### src/rtl/pfrm_pkg.sv
// Shared types and constants of the per-flow rate meter.
// Depends on nothing; every other file in rtl uses it.
package pfrm_pkg;

    localparam logic [15:0] ETHERTYPE_IPV4 = 16'h0800;
    localparam logic [15:0] MIN_IPV4_LEN   = 16'd34;
    localparam logic [15:0] LEN_MAX        = 16'hFFFF;
    localparam logic [7:0]  PROTO_TCP      = 8'd6;
    localparam logic [7:0]  PROTO_UDP      = 8'd17;
    localparam logic [29:0] NS_PER_S       = 30'd1000000000;
    localparam logic [31:0] HASH_MULT      = 32'h045D9F3B;
    localparam int          RATE_W         = 46;

    localparam logic [2:0] ST_NOT_PARSED = 3'd0;
    localparam logic [2:0] ST_UPDATED    = 3'd1;
    localparam logic [2:0] ST_SAME_TIME  = 3'd2;
    localparam logic [2:0] ST_INSERTED   = 3'd3;
    localparam logic [2:0] ST_TABLE_FULL = 3'd4;

    typedef struct packed {
        logic [7:0]  frame_byte;
        logic        frame_end;
        logic [63:0] arrival_time_ns;
    } in_item_t;

    typedef struct packed {
        logic [2:0]        status;
        logic [31:0]       source_address;
        logic [31:0]       destination_address;
        logic [15:0]       source_port;
        logic [15:0]       destination_port;
        logic [7:0]        protocol_number;
        logic [15:0]       frame_length;
        logic [63:0]       flow_total_bytes;
        logic [RATE_W-1:0] flow_rate;
    } out_item_t;

    // One parsed frame, handed from the parser to the table engine.
    typedef struct packed {
        logic        parsed;
        logic [31:0] src;
        logic [31:0] dst;
        logic [15:0] sport;
        logic [15:0] dport;
        logic [7:0]  proto;
        logic [15:0] len;
        logic [63:0] stamp;
    } frame_desc_t;

    typedef struct packed {
        logic              valid;
        logic [63:0]       addrs;
        logic [39:0]       ports_proto;
        logic [63:0]       last_time;
        logic [63:0]       byte_total;
        logic [RATE_W-1:0] rate;
    } flow_entry_t;

endpackage

### src/rtl/pfrm_parser.sv
// Byte-stream front end: counts frame bytes, captures header fields on the fly
// and emits one frame descriptor per frame. Depends on pfrm_pkg.
module pfrm_parser (
    input  logic                  aclk,
    input  logic                  aresetn,
    input  logic                  in_valid,
    input  pfrm_pkg::in_item_t    in_item,
    output logic                  in_ready,
    input  logic                  desc_ready,
    input  logic                  enable,
    output logic                  desc_push,
    output pfrm_pkg::frame_desc_t desc
);

    logic [15:0] count_reg, count_next;
    logic [63:0] stamp_reg, stamp_next;
    logic [15:0] etype_reg, etype_next;
    logic [3:0]  ihl_reg, ihl_next;
    logic [7:0]  proto_reg, proto_next;
    logic [31:0] src_reg, src_next;
    logic [31:0] dst_reg, dst_next;
    logic [15:0] sport_reg, sport_next;
    logic [15:0] dport_reg, dport_next;
    logic [15:0] pos;
    logic [15:0] l4;
    logic [15:0] len;
    logic [15:0] need;
    logic        accept;
    logic [7:0]  b;

    assign in_ready  = desc_ready && enable;
    assign accept    = in_valid && in_ready;
    assign desc_push = accept && in_item.frame_end;
    assign pos       = count_reg;
    assign b         = in_item.frame_byte;

    always_comb begin
        stamp_next = stamp_reg;
        etype_next = etype_reg;
        ihl_next   = ihl_reg;
        proto_next = proto_reg;
        src_next   = src_reg;
        dst_next   = dst_reg;
        sport_next = sport_reg;
        dport_next = dport_reg;
        count_next = count_reg;
        if (accept) begin
            if (pos == 16'd0) begin
                stamp_next = in_item.arrival_time_ns;
            end
            if (pos == 16'd12 || pos == 16'd13) begin
                etype_next = {etype_reg[7:0], b};
            end
            if (pos == 16'd14) begin
                ihl_next = b[3:0];
            end
            if (pos == 16'd23) begin
                proto_next = b;
            end
            if (pos >= 16'd26 && pos <= 16'd29) begin
                src_next = {src_reg[23:0], b};
            end
            if (pos >= 16'd30 && pos <= 16'd33) begin
                dst_next = {dst_reg[23:0], b};
            end
        end
        // The port offset follows the IHL nibble, which may arrive this very cycle.
        l4 = 16'd14 + {10'd0, ihl_next, 2'b00};
        if (accept) begin
            if (pos == l4 || pos == l4 + 16'd1) begin
                sport_next = {sport_reg[7:0], b};
            end
            if (pos == l4 + 16'd2 || pos == l4 + 16'd3) begin
                dport_next = {dport_reg[7:0], b};
            end
            if (in_item.frame_end) begin
                count_next = 16'd0;
            end else if (count_reg != pfrm_pkg::LEN_MAX) begin
                count_next = count_reg + 16'd1;
            end
        end
        len  = (count_reg == pfrm_pkg::LEN_MAX) ? count_reg : count_reg + 16'd1;
        need = (proto_next == pfrm_pkg::PROTO_TCP) ? l4 + 16'd20 : l4 + 16'd8;

        desc.parsed = (len >= pfrm_pkg::MIN_IPV4_LEN)
                   && (etype_next == pfrm_pkg::ETHERTYPE_IPV4)
                   && (proto_next == pfrm_pkg::PROTO_TCP
                       || proto_next == pfrm_pkg::PROTO_UDP)
                   && (len >= need);
        desc.src   = src_next;
        desc.dst   = dst_next;
        desc.sport = sport_next;
        desc.dport = dport_next;
        desc.proto = proto_next;
        desc.len   = len;
        desc.stamp = stamp_next;
    end

    always_ff @(posedge aclk) begin
        if (!aresetn) begin
            count_reg <= 16'd0;
            stamp_reg <= 64'd0;
        end else begin
            count_reg <= count_next;
            stamp_reg <= stamp_next;
        end
        etype_reg <= etype_next;
        ihl_reg   <= ihl_next;
        proto_reg <= proto_next;
        src_reg   <= src_next;
        dst_reg   <= dst_next;
        sport_reg <= sport_next;
        dport_reg <= dport_next;
    end

endmodule

### config.mk
export PLATFORM = sky130hd
export DESIGN_NAME = pfrm_parser
export DESIGN_NICKNAME = d
export VERILOG_FILES = /design/src/rtl/pfrm_pkg.sv /design/src/rtl/pfrm_parser.sv
export SDC_FILE = /design/constraint.sdc
export NUM_CORES = 1
export LEC_CHECK = 0
export ABC_AREA = 0
export ABC_CLOCK_PERIOD_IN_PS = 7150
export BUFFER_PORTS_ARGS = -buffer_cell sky130_fd_sc_hd__buf_2
export CAP_MARGIN = 25
export CORE_ASPECT_RATIO = 1.1
export CORE_MARGIN = 8
export CORE_UTILIZATION = 51
export CTS_CLUSTER_SIZE = 8
export DETAILED_ROUTE_END_ITERATION = 6
export GPL_ROUTABILITY_DRIVEN = 1
export PLACE_DENSITY = 0.76
export SYNTH_ARGS = -nofsm -noshare
export SYNTH_HDL_FRONTEND = slang
export SYNTH_SLANG_ARGS = --single-unit
### constraint.sdc
create_clock -name aclk -period 7.15 [get_ports aclk]
set_input_delay 1.43 -clock aclk [delete_from_list [all_inputs] [get_ports aclk]]
set_output_delay 1.43 -clock aclk [all_outputs]
set_load 0.01 [all_outputs]
**Yosys cells after proc, flatten, opt, wreduce, memory -nomap -nowiden**

Index checks and enable logic that the tools add are counted.
Widths: inputs -> output; s select.

- Equality and inequality tests: 13
- $add $sub $neg: 7
- Reduce and logical (&&, ||, !) cells: 15
- $lt $le $gt $ge: 6
- Multiplexer cells: 20

Operators by type and width:

| operator | number |
|---|---|
| $mux 16 | 9 |
| $mux 32 | 4 |
| $mux 64 | 2 |
| $eq 16x4->1 const B | 3 |
| $eq 16x8->1 | 3 |
| $ge 16x5->1 const B | 2 |
| $mux 8 | 3 |
| $add 16x1->16 const B | 1 |
| $add 7x2->8 const B | 2 |
| $eq 16x12->1 const B | 1 |
| $eq 16x16->1 const B | 1 |
| $eq 16x5->1 const B | 1 |
| $eq 16x7->1 | 1 |
| $ge 16x6->1 const B | 1 |
| $ge 16x8->1 | 1 |
| $le 16x5->1 const B | 1 |
| $le 16x6->1 const B | 1 |
| $logic_not 16->1 | 1 |
| $ne 16x16->1 const B | 1 |
| $add 7x1->8 const B | 1 |
| $add 7x4->8 const B | 1 |
| $add 7x5->8 const B | 1 |
| $eq 8x3->1 const B | 1 |
| $eq 8x5->1 const B | 1 |
| other kinds (6) | 17 |

- Word-level logic and storage cells: 70
- Register bits: 204

**Logic depth before layout (Yosys ltp)**

- Depth after elaboration: 9
- Mapped depth: 20

**Least setup slack after synthesis**

No wires, ideal clock.

- Path kind: input -> output
- From: input port in_valid
- To: output port desc[184] (netlist bit)
- Path slack: 1.185 ns
- Path buffers: 2
- Data arrival time: 4.535 ns
- Cell stages on the path: 16
- Path through: and3_1 -> and3_1 -> buf_2 -> nand3_1 -> mux2_2 -> nor4bb_1 -> and2_1 -> clkbuf_1 -> mux2i_1 -> xnor2_1 -> ha_1 -> a21o_1 -> a21oi_1 -> nor2b_1 -> o31ai_1 -> a41oi_1

RTL lines:

| what | RTL line | text |
|---|---|---|
| start: declaration | pfrm_parser.sv:6 | `input logic in_valid,` |
| end: declaration | pfrm_parser.sv:12 | `output pfrm_pkg::frame_desc_t desc` |

==> flow_summary.ini <==
[synthesis]
synth_most_common_cell = nand2_1
synth_cells = 897
synth_flop_cell = dfxtp_1
synth_fa_ha_area_frac = 0.0190
synth_warnings = 0
ys_seq_area_frac = 0.478
synth_top_area_frac = 0.478
async_flop_share = 0
synthDistinctLibCells = 55
synth_xor_area_frac = 0.0287
yosys-top-cells-area = dfxtp_1 48%, mux2_2 15%, nand2_1 9.7%
avgSynthCellArea_um2 = 9.52
netlist_top_cells_count = 220 x nand2_1, 204 x dfxtp_1, 112 x mux2_2
yosysTopAreaCell = dfxtp_1
ys_ff_latch = 204
synth_compound_area_frac = 0.0567
synthSimpleGateAreaFrac = 0.213
synth_top_family_by_area = simple AND/OR/NAND/NOR gates
syn_nets = 988
synth_mux_area_frac = 0.172
synth_edf_count = 0
syn_area_mm2 = 0.00854

[global_routing]
grt_start_max_net_pins = 66
antenna_found_initial = 1
grt_pass1_wl_um = 36100
grt_usage = 0.208
grt_pass1_vias = 7119
gr-total-overflow = 0

[drt]
drt-vias-per-instance = 5.24
ant_nets = 0
via_count = 7056
wl_per_cell_um = 17.1
post-route-drc-count = 0
drtIter0Drc = 411
dr.pass1.iters = 6
wl_um = 23000

[final_layout]
stdcell_count = 1347
syn_to_final_growth_pct = 25.8
largest_register_ffs = 64
fillers = 1371
diodes = 0
multi_input_area_mm2 = 0.00419
final_layout_size_suffix_gt1_frac = 0.374
final_nets = 1234
regArea_mm2 = 0.00408

[worst_setup_path]
start_kind = input port
crit_arrival_ps = 5260
path_cells = buf_2, and3_1, and3_1, nand3_1, mux2_2, nor4_1, and2_1, mux2i_1, xnor2_1, ha_1, a21o_1, a21oi_1, nor2b_1, o31ai_1, a41oi_1, buf_2
crit_required_ps = 5720
r2r-end = sport_reg[8]
critPathMaxFanout = 8
critical_path.top_delay_family = simple AND/OR/NAND/NOR gates
worstReg2RegStart = count_reg[6]
crit_path_end_kind = primary output
worst-setup-path-type = input port to primary output
crit_slowest_cell = mux2_2
worstSetupStartpoint = in_valid
reg2reg_depth = 9
path_depth = 16
cp-endpoint = desc[184]
crit_buf_inv = 2
slowest_delay_ps = 420
rrSetupSlack_ps = 3550

[sta]
finalHoldViolations = 0
timing.fmax_ghz = 0.149
min_period_ps = 6690
min_period_over_period = 0.936
hold_ws_ps = 458
slew-limit-headroom = 0.337
fin_skew_ps = 16.8
worst_pin_slew_ps = 992
finalMaxSlewViolations = 0
setup_violations = 0
fin_setup_tns_ps = 0
rsz0062_at_grt = false

[power]
power.density_mw_per_mm2 = 230
seq_power_share = 0.468
p_clk_frac = 0.482
power.switching_w = 0.000528
leakage_nw = 5.53
intPower_w = 0.00194
swShare = 0.214
vdd_drop_max_mv = 0.185
p_comb_frac = 0.050

[clock_tree]
cts_buffer_depth = 3
clk_latency_ps = 530
cts_hold_buf = 0
cts_buffers = 29
cts_tree = built
clk_pin_slew_ps = 50
cts.sinks = 204
cts-root-buf = clkbuf_16
htree_levels = 1
cts_resized = 0
cts_setup_buffers = 0

[placement]
finalWeightedCongestion = 0.863
dp_hpwl_um = 16600
port_buffers = 264
place_inst = 1316

[floorplanning]
die_h_um = 152
dieArea_mm2 = 0.0211
coreArea_mm2 = 0.0164
io_pins = 265
die_w_um = 139
rows = 49
start_util = 0.522

[min_path]
hp-class = flop to flop

[flow_run]
drv_cap = 0

[status]
status = complete, no violations
[cell families (layout without fill, tap and decap cells)]
family | Yosys count | after routing
xor+xnor | 28 | 28
compound gates | 73 | 73
buf+inv | 67 | 313
simple gates | 381 | 381
flops | 204 | 204
other cells | 1 | 1
mux | 130 | 130
fa+ha+maj | 13 | 13
[power by group through the flow]
stage	sequential [W]	combinational (W)	clock, W
after floorplan	0.00118	0.0000629	0
after global placement	0.00118	0.000124	0
final	0.00116	0.000124	0.00119
after global routing	0.00115	0.000138	0.00127
after detailed placement	0.00118	0.000125	0
after CTS	0.00116	0.000126	0.00122
[metal layers]
layer	share of wire	track usage
met5	0.00052	0
met3	0.10	0.0809
met1	0.41	0.240
met2	0.47	0.357
met4	0.013	0.0544
[final cells by class]
cell class                      instances  area share
Clock buffer                           29      0.0675
Sequential cell                       204       0.380
Clock inverter                          2     0.00361
Tap cell                              204      0.0238
Multi-Input combinational cell        626       0.390
Timing Repair Buffer                  273       0.132
Inverter                                9     0.00314
[cell usage in the layout (no fill, tap or decap), types with 3 or more instances in the layout]
| master | n |
|---|---|
| mux2_2 | 112 |
| clkbuf_16 | 29 |
| o31ai_1 | 3 |
| xnor2_1 | 19 |
| a21oi_1 | 16 |
| ha_1 | 13 |
| a21boi_0 | 5 |
| and3_1 | 7 |
| o211ai_1 | 3 |
| buf_2 | 264 |
| or3_1 | 4 |
| dfxtp_1 | 204 |
| nand3_1 | 9 |
| a22oi_1 | 3 |
| nor3b_1 | 4 |
| and4_1 | 3 |
| buf_4 | 7 |
| a31oi_1 | 4 |
| nand2_1 | 220 |
| inv_1 | 9 |
| mux2i_1 | 7 |
| and2_1 | 75 |
| o21ai_0 | 26 |
| nor2b_1 | 5 |
| nand3b_1 | 3 |
| nor2_1 | 17 |
| nor4_1 | 4 |
| xor2_1 | 9 |
| mux2_1 | 10 |
| nor3_1 | 10 |
| nand4_1 | 6 |
[stage by stage]
step	util	setup slack (ps)	instance area, um^2	total power [W]
floorplan	-	1180	8540	0.00124
global placement	0.607	626	9930	0.00130
detailed placement	0.610	498	9980	0.00130
CTS	0.656	477	10700	0.00250
global route	0.656	213	10700	0.00256
finish	0.656	459	10700	0.00247
[how the worst min path moves through the flow]
stage / from / slack, ps / endpoint / cells after the start
final: sport_reg[12] / 460 / sport_reg[12] / 1
after global routing: sport_reg[10] / 480 / sport_reg[10] / 1
after CTS: sport_reg[12] / 460 / sport_reg[12] / 1
after detailed placement: sport_reg[12] / 440 / sport_reg[12] / 1
after global placement: sport_reg[9] / 440 / sport_reg[9] / 1
after floorplan: etype_reg[11] / 450 / etype_reg[11] / 1
(Power assumes the default switching activity.)
