===== src/rtl/pfrm_pkg.sv =====
// Shared types and constants of the per-flow rate meter.
// Depends on nothing; every other file in rtl uses it.
package pfrm_pkg;

    localparam logic [15:0] ETHERTYPE_IPV4 = 16'h0800;
    localparam logic [15:0] MIN_IPV4_LEN   = 16'd34;
    localparam logic [15:0] LEN_MAX        = 16'hFFFF;
    localparam logic [7:0]  PROTO_TCP      = 8'd6;
    localparam logic [7:0]  PROTO_UDP      = 8'd17;
    localparam logic [29:0] NS_PER_S       = 30'd1000000000;
    localparam logic [31:0] HASH_MULT      = 32'h045D9F3B;
    localparam int          RATE_W         = 46;

    localparam logic [2:0] ST_NOT_PARSED = 3'd0;
    localparam logic [2:0] ST_UPDATED    = 3'd1;
    localparam logic [2:0] ST_SAME_TIME  = 3'd2;
    localparam logic [2:0] ST_INSERTED   = 3'd3;
    localparam logic [2:0] ST_TABLE_FULL = 3'd4;

    typedef struct packed {
        logic [7:0]  frame_byte;
        logic        frame_end;
        logic [63:0] arrival_time_ns;
    } in_item_t;

    typedef struct packed {
        logic [2:0]        status;
        logic [31:0]       source_address;
        logic [31:0]       destination_address;
        logic [15:0]       source_port;
        logic [15:0]       destination_port;
        logic [7:0]        protocol_number;
        logic [15:0]       frame_length;
        logic [63:0]       flow_total_bytes;
        logic [RATE_W-1:0] flow_rate;
    } out_item_t;

    // One parsed frame, handed from the parser to the table engine.
    typedef struct packed {
        logic        parsed;
        logic [31:0] src;
        logic [31:0] dst;
        logic [15:0] sport;
        logic [15:0] dport;
        logic [7:0]  proto;
        logic [15:0] len;
        logic [63:0] stamp;
    } frame_desc_t;

    typedef struct packed {
        logic              valid;
        logic [63:0]       addrs;
        logic [39:0]       ports_proto;
        logic [63:0]       last_time;
        logic [63:0]       byte_total;
        logic [RATE_W-1:0] rate;
    } flow_entry_t;

endpackage


===== src/rtl/pfrm_queue.sv =====
// Two-entry descriptor queue between the parser and the table engine.
// Depends on pfrm_pkg.
module pfrm_queue (
    input  logic                  aclk,
    input  logic                  aresetn,
    input  logic                  push,
    input  pfrm_pkg::frame_desc_t push_desc,
    output logic                  push_ready,
    input  logic                  pop,
    output logic                  head_valid,
    output pfrm_pkg::frame_desc_t head
);

    pfrm_pkg::frame_desc_t slot_reg [2];
    logic       wr_ptr_reg;
    logic       rd_ptr_reg;
    logic [1:0] fill_reg;

    assign push_ready = (fill_reg != 2'd2);
    assign head_valid = (fill_reg != 2'd0);
    assign head       = slot_reg[rd_ptr_reg];

    always_ff @(posedge aclk) begin
        if (!aresetn) begin
            wr_ptr_reg <= 1'b0;
            rd_ptr_reg <= 1'b0;
            fill_reg   <= 2'd0;
        end else begin
            if (push) begin
                wr_ptr_reg <= ~wr_ptr_reg;
            end
            if (pop) begin
                rd_ptr_reg <= ~rd_ptr_reg;
            end
            if (push && !pop) begin
                fill_reg <= fill_reg + 2'd1;
            end else if (pop && !push) begin
                fill_reg <= fill_reg - 2'd1;
            end
        end
        if (push) begin
            slot_reg[wr_ptr_reg] <= push_desc;
        end
    end

endmodule


===== config.mk =====
export PLATFORM = sky130hd
export DESIGN_NAME = pfrm_queue
export DESIGN_NICKNAME = d
export VERILOG_FILES = /design/src/rtl/pfrm_pkg.sv /design/src/rtl/pfrm_queue.sv
export SDC_FILE = /design/constraint.sdc
export NUM_CORES = 1
export LEC_CHECK = 0
export BUFFER_PORTS_ARGS = -buffer_cell sky130_fd_sc_hd__buf_2
export CAP_MARGIN = 30
export CELL_PAD_IN_SITES_DETAIL_PLACEMENT = 1
export CELL_PAD_IN_SITES_GLOBAL_PLACEMENT = 1
export CORE_ASPECT_RATIO = 0.6
export CORE_MARGIN = 4
export CORE_UTILIZATION = 45
export CTS_CLUSTER_DIAMETER = 100
export DETAILED_ROUTE_END_ITERATION = 8
export PLACE_DENSITY = 0.85
export SLEW_MARGIN = 20
export SYNTH_ARGS = -nofsm -noshare
export SYNTH_HDL_FRONTEND = slang
export SYNTH_SLANG_ARGS = --single-unit

===== constraint.sdc =====
create_clock -name aclk -period 12.6 [get_ports aclk]
set_input_delay 1.26 -clock aclk [delete_from_list [all_inputs] [get_ports aclk]]
set_output_delay 1.26 -clock aclk [all_outputs]
set_load 0.005 [all_outputs]

* Word level (Yosys, flattened, before mapping)
Memory sizes are Yosys's and may differ from the RTL's. A register that Yosys moved wholly into a read port is not among the register bits. Index checks and enable logic that the tools add are counted.
Word-level totals: register bits 4, input port bits 189, output and inout port bits 187, memories 1, memory bits (writable) 370, word-level logic and storage cells 21
Operators by class: mux-type cells 6, eq/ne operators 1, reductions and logical operators 6, add/sub/neg operators 2, bitwise logic cells 2
Memory list:
- slot_reg | depth 2, bits a word 185, rd ports 1, clocked after memory_dff 1, wr ports 1, RTL line pfrm_queue.sv:14 | pfrm_pkg::frame_desc_t slot_reg [2];
Operator list (count):
- 1-bit two-way mux | 4
- 2-bit two-way mux | 2
- 2-bit nonzero test | 2
- 2-bit by 1-bit adder with 2-bit output, second input constant | 1
- 1-bit logical AND | 2
- 1-bit zero test | 2
- 2-bit != test, second input constant | 1
- 1-bit inverter | 2
- 2-bit by 1-bit subtractor with 2-bit output, second input constant | 1

* Logic depth before layout (Yosys ltp)
Gate-level depths: netlist of run 1.
depth after elaboration 4, depth in mapped cells 5, gate-level depth less buffers 5

* Worst setup path after synthesis of run 1
Ideal clock, no wire load.
path type in2reg, start input port push, end register wr_ptr_reg, setup time 96 ps, buffers on the path 0, stages on the path 2, required time 12504 ps, setup slack 2568 ps, arrival 9936 ps, cell sequence nor2b_1 -> o21a_1
RTL lines:
- from (decl) | RTL line pfrm_queue.sv:6 | input logic push,
- to (signal assigned) | RTL line pfrm_queue.sv:30 | wr_ptr_reg <= ~wr_ptr_reg;
- to (decl) | RTL line pfrm_queue.sv:15 | logic wr_ptr_reg;

==> results of run 1 <==
-- layout by cell type, fill, tap and decap left out, types with 2 or more instances in the layout --
cell type,Yosys,routed
and2_1,4,3
buf_12,0,3
buf_16,0,2
buf_2,3,375
buf_4,0,5
bufinv_16,0,3
clkbuf_1,0,2
clkbuf_16,0,37
clkbuf_8,0,3
clkinv_1,0,9
clkinv_2,0,7
dfxtp_1,5,4
diode_2,0,2
edfxtp_1,370,370
mux2_2,35,35
mux2_4,150,150
xor2_1,2,2
-- routing by layer --
metal	routed length, µm	share of wire [%]	GRT usage, %
met5	41	0.12	0
met1	13600	41	24.4
met2	16600	50	32.4
met3	2530	7.6	5.66
met4	616	1.8	4.05
-- power groups by stage --
stage / Clock, W / Sequential (W) / Combinational (W)
finish: 0.00105 / 0.00147 / 0.000300
global route: 0.00115 / 0.00147 / 0.000323
global placement: 0 / 0.00149 / 0.000290
floorplan: 0 / 0.00150 / 0.000174
detailed placement: 0 / 0.00149 / 0.000301
CTS: 0.00109 / 0.00147 / 0.000304
-- cell type report --
type | count | area [µm²]
fill | 2814 | 13500
inverter | 1 | 3.75
clock inverter | 20 | 168
sequential | 375 | 11200
timing repair buffer | 385 | 2030
tap | 416 | 520
antenna | 2 | 5.00
multi-input combinational | 201 | 2770
clock buffer | 42 | 975
-- logic make-up (layout without fill, tap and decap cells) --
logic type / Yosys count / in the layout / synth area share (%)
flip-flops: 375 / 375 / 79.0
multiplexers: 185 / 185 / 18.6
buffers and inverters: 22 / 448 / 1.56
AND/OR/NAND/NOR: 9 / 9 / 0.397
AO/OA/AOI/OAI: 3 / 3 / 0.141
XOR/XNOR: 3 / 3 / 0.185
adder cells (fa/ha/maj): 1 / 1 / 0.0881
other: 0 / 2 / 0
-- final timing paths --
| path | to | slack, ns | cells past startpoint |
|---|---|---|---|
| min | fill_reg[1] | 0.57 | 2 |
| max | head[91] | 8.03 | 5 |
| max reg2reg | slot_reg[1][74] | 10.25 | 2 |
| min reg2reg | fill_reg[1] | 0.57 | 2 |
-- worst reg2reg max path, delay by kind of cell (launching register included) --
kind | cells | cell delay (ns)
buffers and inverters | 1 | 0.85
AND/OR/NAND/NOR | 1 | 0.69
flip-flops | 1 | 0.39
-- per-stage QoR --
stage	instance area (µm²)	std cells	utilization [%]	total power, W	worst slack, ns
2_1_floorplan	14200	598	-	0.00167	2.57
3_3_place_gp	16400	1374	52.8	0.00178	8.43
3_5_place_dp	16500	1375	52.9	0.00179	8.47
4_1_cts	17600	1437	56.5	0.00286	7.90
5_1_grt	17700	1440	56.8	0.00294	7.88
6_report	17700	1442	56.8	0.00282	8.03
==> results.md, run 1 <==
- Final GP Congestion: 0.766
- Worst endpoint data arrival time: 3.31 ns
- Avg WL per Cell: 23.1 µm
- VDD IR max: 0.000145 V
- Slew at the pin with the worst max-slew slack: 0.941 ns
- Startpoint types: flip-flop
- Kind of critical path: reg -> out
- Syn nets: 788
- Pwr dens: 159 mW/mm²
- # clock sinks: 375
- Htree depth: 2
- Vias in the first global route: 7900
- Top cell type by total area after synthesis: edfxtp_1
- Vias per inst: 4.91
- Nets@finish: 1190
- Antenna-violating nets left: 0
- Clk buf depth: 3
- Clk_lat worst skew: 0.51 ns
- Clk_skew: 0.0145 ns
- Area of the mapped netlist: 0.0142 mm²
- Synth top area cells: edfxtp_1, mux2_4, mux2_2
- Final count of pins violating max slew: 0
- Area growth, synth to finish: 24.6%
- Final Hold Violating Endpoints: 0
- CP required: 11.34 ns
- Layout cells sized above 1: 61.0%
- Area share of the leading cell type in the synthesized netlist: 78.3%
- Dominant synthesized flop cell: edfxtp_1
- Sw power: 0.000603 W
- Async SR Flop Fraction: 0%
- YS warnings: 0
- CTS Root Cell: clkbuf_16
- Synth top cells by count: edfxtp_1, mux2_4, mux2_2, buf_6, dfxtp_1
- MaxCap Viol Count: 0
- Gate power share: 10.6%
- CTS tree: done
- Crit-path cells: buf_4 -> buf_4 -> buf_12 -> mux2_4 -> buf_2
- Crit end category: output pin
- Worst Path Buf+Inv: 4
- Most common cell in the synthesized netlist: edfxtp_1
- Tot GR Track Use: 19.0%
- Leak Pwr: 6.95 nW
- Number of flops mapped to enable cells by yosys: 370
- Cell Rows: 50
- Top Ports: 376
- Total gr overflow: 0
- Register area share after synthesis: 79.0%
- # resized after CTS: 0
- TritonCTS Buffers: 36
- RSZ-0062 raised after global routing: false
- Half-perimeter wire length after placement: 23000 µm
- Rel. slew slack: 37.3%
- HP Start: fill_reg[1]
- Via Count: 7079
- First-pass GRT wire length: 50100 µm
- Mapped Cells: 598
- CP peak stage delay: 0.68 ns
- I/O Buffers: 375
- Worst R2R Start: wr_ptr_reg
- Sw frac: 21.4%
- CP top delay family: buffers and inverters
- Die height: 146 µm
- Setup-failing EPs final: 0
- Core area: 0.0312 mm²
- Crit Path Max Fanout: 43
- Drt first-iter violations: 379
- Flip-flop and latch count after synthesis: 375
- Status: completed
- Max reg flops: 370
- Postcts setup bufs: 0
- Die area: 0.0345 mm²
- Clock power share: 37.4%
- Detailed Route WL: 33400 µm
- Die Span X: 237 µm
- Min Tclk post-route: 4.57 ns
- Initial antenna violation count: 3
- Cts hold-fix bufs: 0
- Power Internal: 0.00222 W
- Syn Area/Cell: 23.7 µm²
- Period Utilization, post-route: 36.3%
- Distinct cells, synth: 18
- Largest net degree at the start of global routing: 155
- Share of total power in sequential cells: 52.0%
- Slowest-stage cell, CP: buf_4
- Starting density of the core: 45.6%
- DR pass1 iterations: 4
- Cell repeated most along the worst path: buf_4
- Setup TNS: 0 ns
- Clk slew on worst S/H paths: 0.06 ns
- DRC violations left: 0
- Final hold slack: 0.573 ns
- Worst min path class: reg -> reg
- Peak Freq: 0.219 GHz
(Power assumes the default switching activity.)
==> run 2, diff against run 1 <==
--- a/config.mk
+++ b/config.mk
@@ -5,16 +5,17 @@
 export SDC_FILE = /design/constraint.sdc
 export NUM_CORES = 1
 export LEC_CHECK = 0
+export ABC_AREA = 1
 export BUFFER_PORTS_ARGS = -buffer_cell sky130_fd_sc_hd__buf_2
 export CAP_MARGIN = 30
 export CELL_PAD_IN_SITES_DETAIL_PLACEMENT = 1
 export CELL_PAD_IN_SITES_GLOBAL_PLACEMENT = 1
 export CORE_ASPECT_RATIO = 0.6
 export CORE_MARGIN = 4
-export CORE_UTILIZATION = 45
+export CORE_UTILIZATION = 40
 export CTS_CLUSTER_DIAMETER = 100
 export DETAILED_ROUTE_END_ITERATION = 8
-export PLACE_DENSITY = 0.85
+export PLACE_DENSITY = 0.8
 export SLEW_MARGIN = 20
 export SYNTH_ARGS = -nofsm -noshare
 export SYNTH_HDL_FRONTEND = slang
==> constraint.sdc (replaced) <==
create_clock -name aclk -period 4.13 [get_ports aclk]
set_input_delay 0.413 -clock aclk [delete_from_list [all_inputs] [get_ports aclk]]
set_output_delay 0.413 -clock aclk [all_outputs]
set_load 0.005 [all_outputs]
==> run 2 against run 1 <==
Die area up 12%; clock-buffer cell count grew 6; global-route usage is 2.4 points lower; flip-flop and latch count unchanged; synthesized cell count grew 2.2%; critical path depth shrank 2; largest cell class unchanged; sequential share of layout area down 0.36 points; cell area grew 0.57%; clock power grew to 3.0 times the previous value; highest routed layer unchanged; register-to-register slack worse by 8.0 ns; first-iteration DRC count is 4.2% lower.
==> results.md, run 2 <==
- Status: completed
- Number of flops mapped to enable cells by yosys: 370 (unchanged)
- Sw power: 0.00180 W (+200%)
- Most common cell in the synthesized netlist: edfxtp_1
- Area of the mapped netlist: 0.0142 mm² (about the same)
- TritonCTS Buffers: 37 (+2.8%)
- Pwr dens: 477 mW/mm² (+200%)
- Starting density of the core: 40.6% (-5.0 points)
- Clk_skew: 0.00943 ns (-0.00504 ns)
- Clk slew on worst S/H paths: 0.06 ns (about the same)
- Final hold slack: 0.0917 ns (-0.482 ns)
- Via Count: 7194 (+1.6%)
- VDD IR max: 0.000334 V (+130%)
- Syn nets: 801 (+1.6%)
- Kind of critical path: reg -> out
- Sw frac: 21.2% (-0.16 points)
- Tot GR Track Use: 16.6% (-2.4 points)
- Clk buf depth: 3 (unchanged)
- DRC violations left: 0 (unchanged)
- Die height: 154 µm (+5.8%)
- Startpoint types: flip-flop
- Total power: 0.00848 W (+200%)
- Filler Cell Count: 3307 (+18%)
- Cts hold-fix bufs: 0 (unchanged)
- Flip-flop and latch count after synthesis: 375 (unchanged)
- Nets@finish: 1206 (+1.3%)
- Layout cells sized above 1: 59.7% (-1.3 points)
- Placement Setup Slack: 1.74 ns (-6.72 ns)
- R2R Path End: slot_reg[0][83]
- Share of total power in sequential cells: 52.8% (+0.8 points)
- Register area share after synthesis: 78.9% (about the same)
- CTS tree: done
- Worst min path class: in -> reg
- Die Span X: 251 µm (+5.9%)
- Gate power share: 9.6% (-1.0 points)
- Final count of pins violating max slew: 0 (unchanged)
- Avg WL per Cell: 21.9 µm (-5.3%)
- Setup TNS: 0 ns (unchanged)
- Worst endpoint data arrival time: 2.40 ns (-0.91 ns)
- Area growth, synth to finish: 25.2%
- Slew at the pin with the worst max-slew slack: 0.857 ns (-0.0843 ns)
- Power Internal: 0.00668 W (+200%)
- I/O Buffers: 375 (unchanged)
- Worst setup margin: 1.32 ns (-6.71 ns)
- HP Start: push_desc[93]
- Top cell type by total area after synthesis: edfxtp_1
- Finished Layout Cells: 1511 (+4.8%)
- Final GP Congestion: 0.731 (-4.6%)
- Half-perimeter wire length after placement: 23500 µm (+2.0%)
- Area share of the leading cell type in the synthesized netlist: 78.2% (about the same)
- # clock sinks: 375 (unchanged)
- Sequential cell area: 0.0112 mm² (unchanged)
- Most common cell after layout, fill and taps aside: buf_2
- Drt first-iter violations: 363 (-4.2%)
- CP required: 3.72 ns (-7.62 ns)
- Postcts setup bufs: 0 (unchanged)
- Worst R2R Setup Slack: 2.27 ns (-7.98 ns)
- Dominant synthesized flop cell: edfxtp_1
- Detailed Route WL: 33100 µm (-0.81%)
- Core area: 0.0350 mm² (+12%)
- WHS Endpoint: slot_reg[0][93]
- Async SR Flop Fraction: 0% (unchanged)
- Peak Freq: 0.356 GHz
- YS warnings: 0 (unchanged)
- Synth top area cells: edfxtp_1, mux2_4, mux2_2
- Vias per inst: 4.76 (-3.0%)
- Htree depth: 2 (unchanged)
- Cell Rows: 53 (+6.0%)
- Hold path depth: 1 (-1)
- Commonest non-fill, non-tap cells in the layout: buf_2, edfxtp_1, mux2_4, clkbuf_16, mux2_2
- Distinct cells, synth: 14 (-4)
- Syn Area/Cell: 23.2 µm² (-2.1%)
- RSZ-0062 raised after global routing: false
- Mapped Cells: 611 (+2.2%)
- Rel. slew slack: 42.8% (+5.5 points)
- First-pass GRT wire length: 49000 µm (-2.2%)
- Setup-failing EPs final: 0 (unchanged)
- Max reg flops: 370 (unchanged)
- CTS Root Cell: clkbuf_16
- Worst R2R Start: wr_ptr_reg
- Cells after DPL: 1443 (+4.9%)
- Crit end category: output pin
- Vias in the first global route: 7954 (+0.68%)
- Antenna-violating nets left: 0 (unchanged)
- Clk_lat worst skew: 0.50 ns (about the same)
- Period Utilization, post-route: 68.0%
- Synth top cells by count: edfxtp_1, mux2_4, mux2_2, buf_6, nand2_1
- Top Ports: 376 (unchanged)
- R2R cell count: 2 (unchanged)
- Largest net degree at the start of global routing: 68 (-56%)
- Area of the multi-input gates: 0.00275 mm² (-0.72%)
- Total gr overflow: 0 (unchanged)
- Crit Path Max Fanout: 50 (+16%)
- Min Tclk post-route: 2.81 ns
- Clock power share: 37.6% (+0.2 points)
- MaxCap Viol Count: 0 (unchanged)
- DR pass1 iterations: 4 (unchanged)
- Leak Pwr: 6.97 nW (+0.31%)
- Die area: 0.0387 mm² (+12%)
- Initial antenna violation count: 9 (+6)
- Final Hold Violating Endpoints: 0 (unchanged)
- # resized after CTS: 0 (unchanged)
[run 2: layout make-up]
| class | instances | area share, % |
|---|---|---|
| flip-flops and latches | 375 | 63.0 |
| multi-input cells | 207 | 15.5 |
| repair buffers | 387 | 11.7 |
| clock buffers | 48 | 5.44 |
| well taps | 467 | 3.28 |
| clock inverters | 15 | 0.830 |
| inverters | 8 | 0.190 |
| diodes | 4 | 0.0563 |
[run 2: worst max-delay path by stage]
stage / start / endpoint / slack, ns / cells past startpoint
final: flip-flop / head[107] / 1.32 / 3
after global routing: flip-flop / head[107] / 1.20 / 3
after CTS: flip-flop / head[182] / 1.26 / 3
after detailed placement: push / slot_reg[1][81] / 1.74 / 4
after global placement: push / slot_reg[1][81] / 1.77 / 4
after floorplan: push / slot_reg[1][0] / 0.47 / 2
[run 2: power by group through the flow]
| stage | registers, W | logic [W] | clock network (W) |
|---|---|---|---|
| 3_5_place_dp | 0.00456 | 0.000827 | 0 |
| 2_1_floorplan | 0.00454 | 0.000458 | 0 |
| 4_1_cts | 0.00448 | 0.000831 | 0.00329 |
| 5_1_grt | 0.00450 | 0.000878 | 0.00346 |
| 6_report | 0.00448 | 0.000814 | 0.00319 |
| 3_3_place_gp | 0.00455 | 0.000799 | 0 |
[run 2: through the flow]
step | instance area [µm²] | util [%]
6_report | 17800 | 50.8
5_1_grt | 17800 | 50.8
4_1_cts | 17800 | 50.7
3_5_place_dp | 16600 | 47.5
3_3_place_gp | 16600 | 47.5
2_1_floorplan | 14200 | -
[run 2: cell families (layout without fill, tap and decap cells)]
group | after synthesis | in the layout | share of synthesized area [%]
buf+inv | 29 | 458 | 1.74
compound gates | 2 | 2 | 0.0704
other cells | 0 | 4 | 0
simple gates | 19 | 19 | 0.529
mux | 185 | 185 | 18.6
fa+ha+maj | 1 | 1 | 0.0881
flops | 375 | 375 | 78.9
[run 2: worst max-delay path, cell delays in order, from the launching register on]
cell and delay, ns:
dfxtp_4 0.88, buf_12 0.40, mux2_4 0.36, buf_2 0.13
[run 2: layer usage]
| layer | track usage, % | vias up | share of wire (%) | wire [µm] |
|---|---|---|---|---|
| met5 | 0 | - | 0.085 | 28 |
| met4 | 5.07 | 6 | 2.6 | 845 |
| met3 | 4.62 | 65 | 7.0 | 2310 |
| met2 | 28.3 | 265 | 50 | 16600 |
| met1 | 20.8 | 3635 | 40 | 13300 |
| li1 | - | 3223 | - | - |
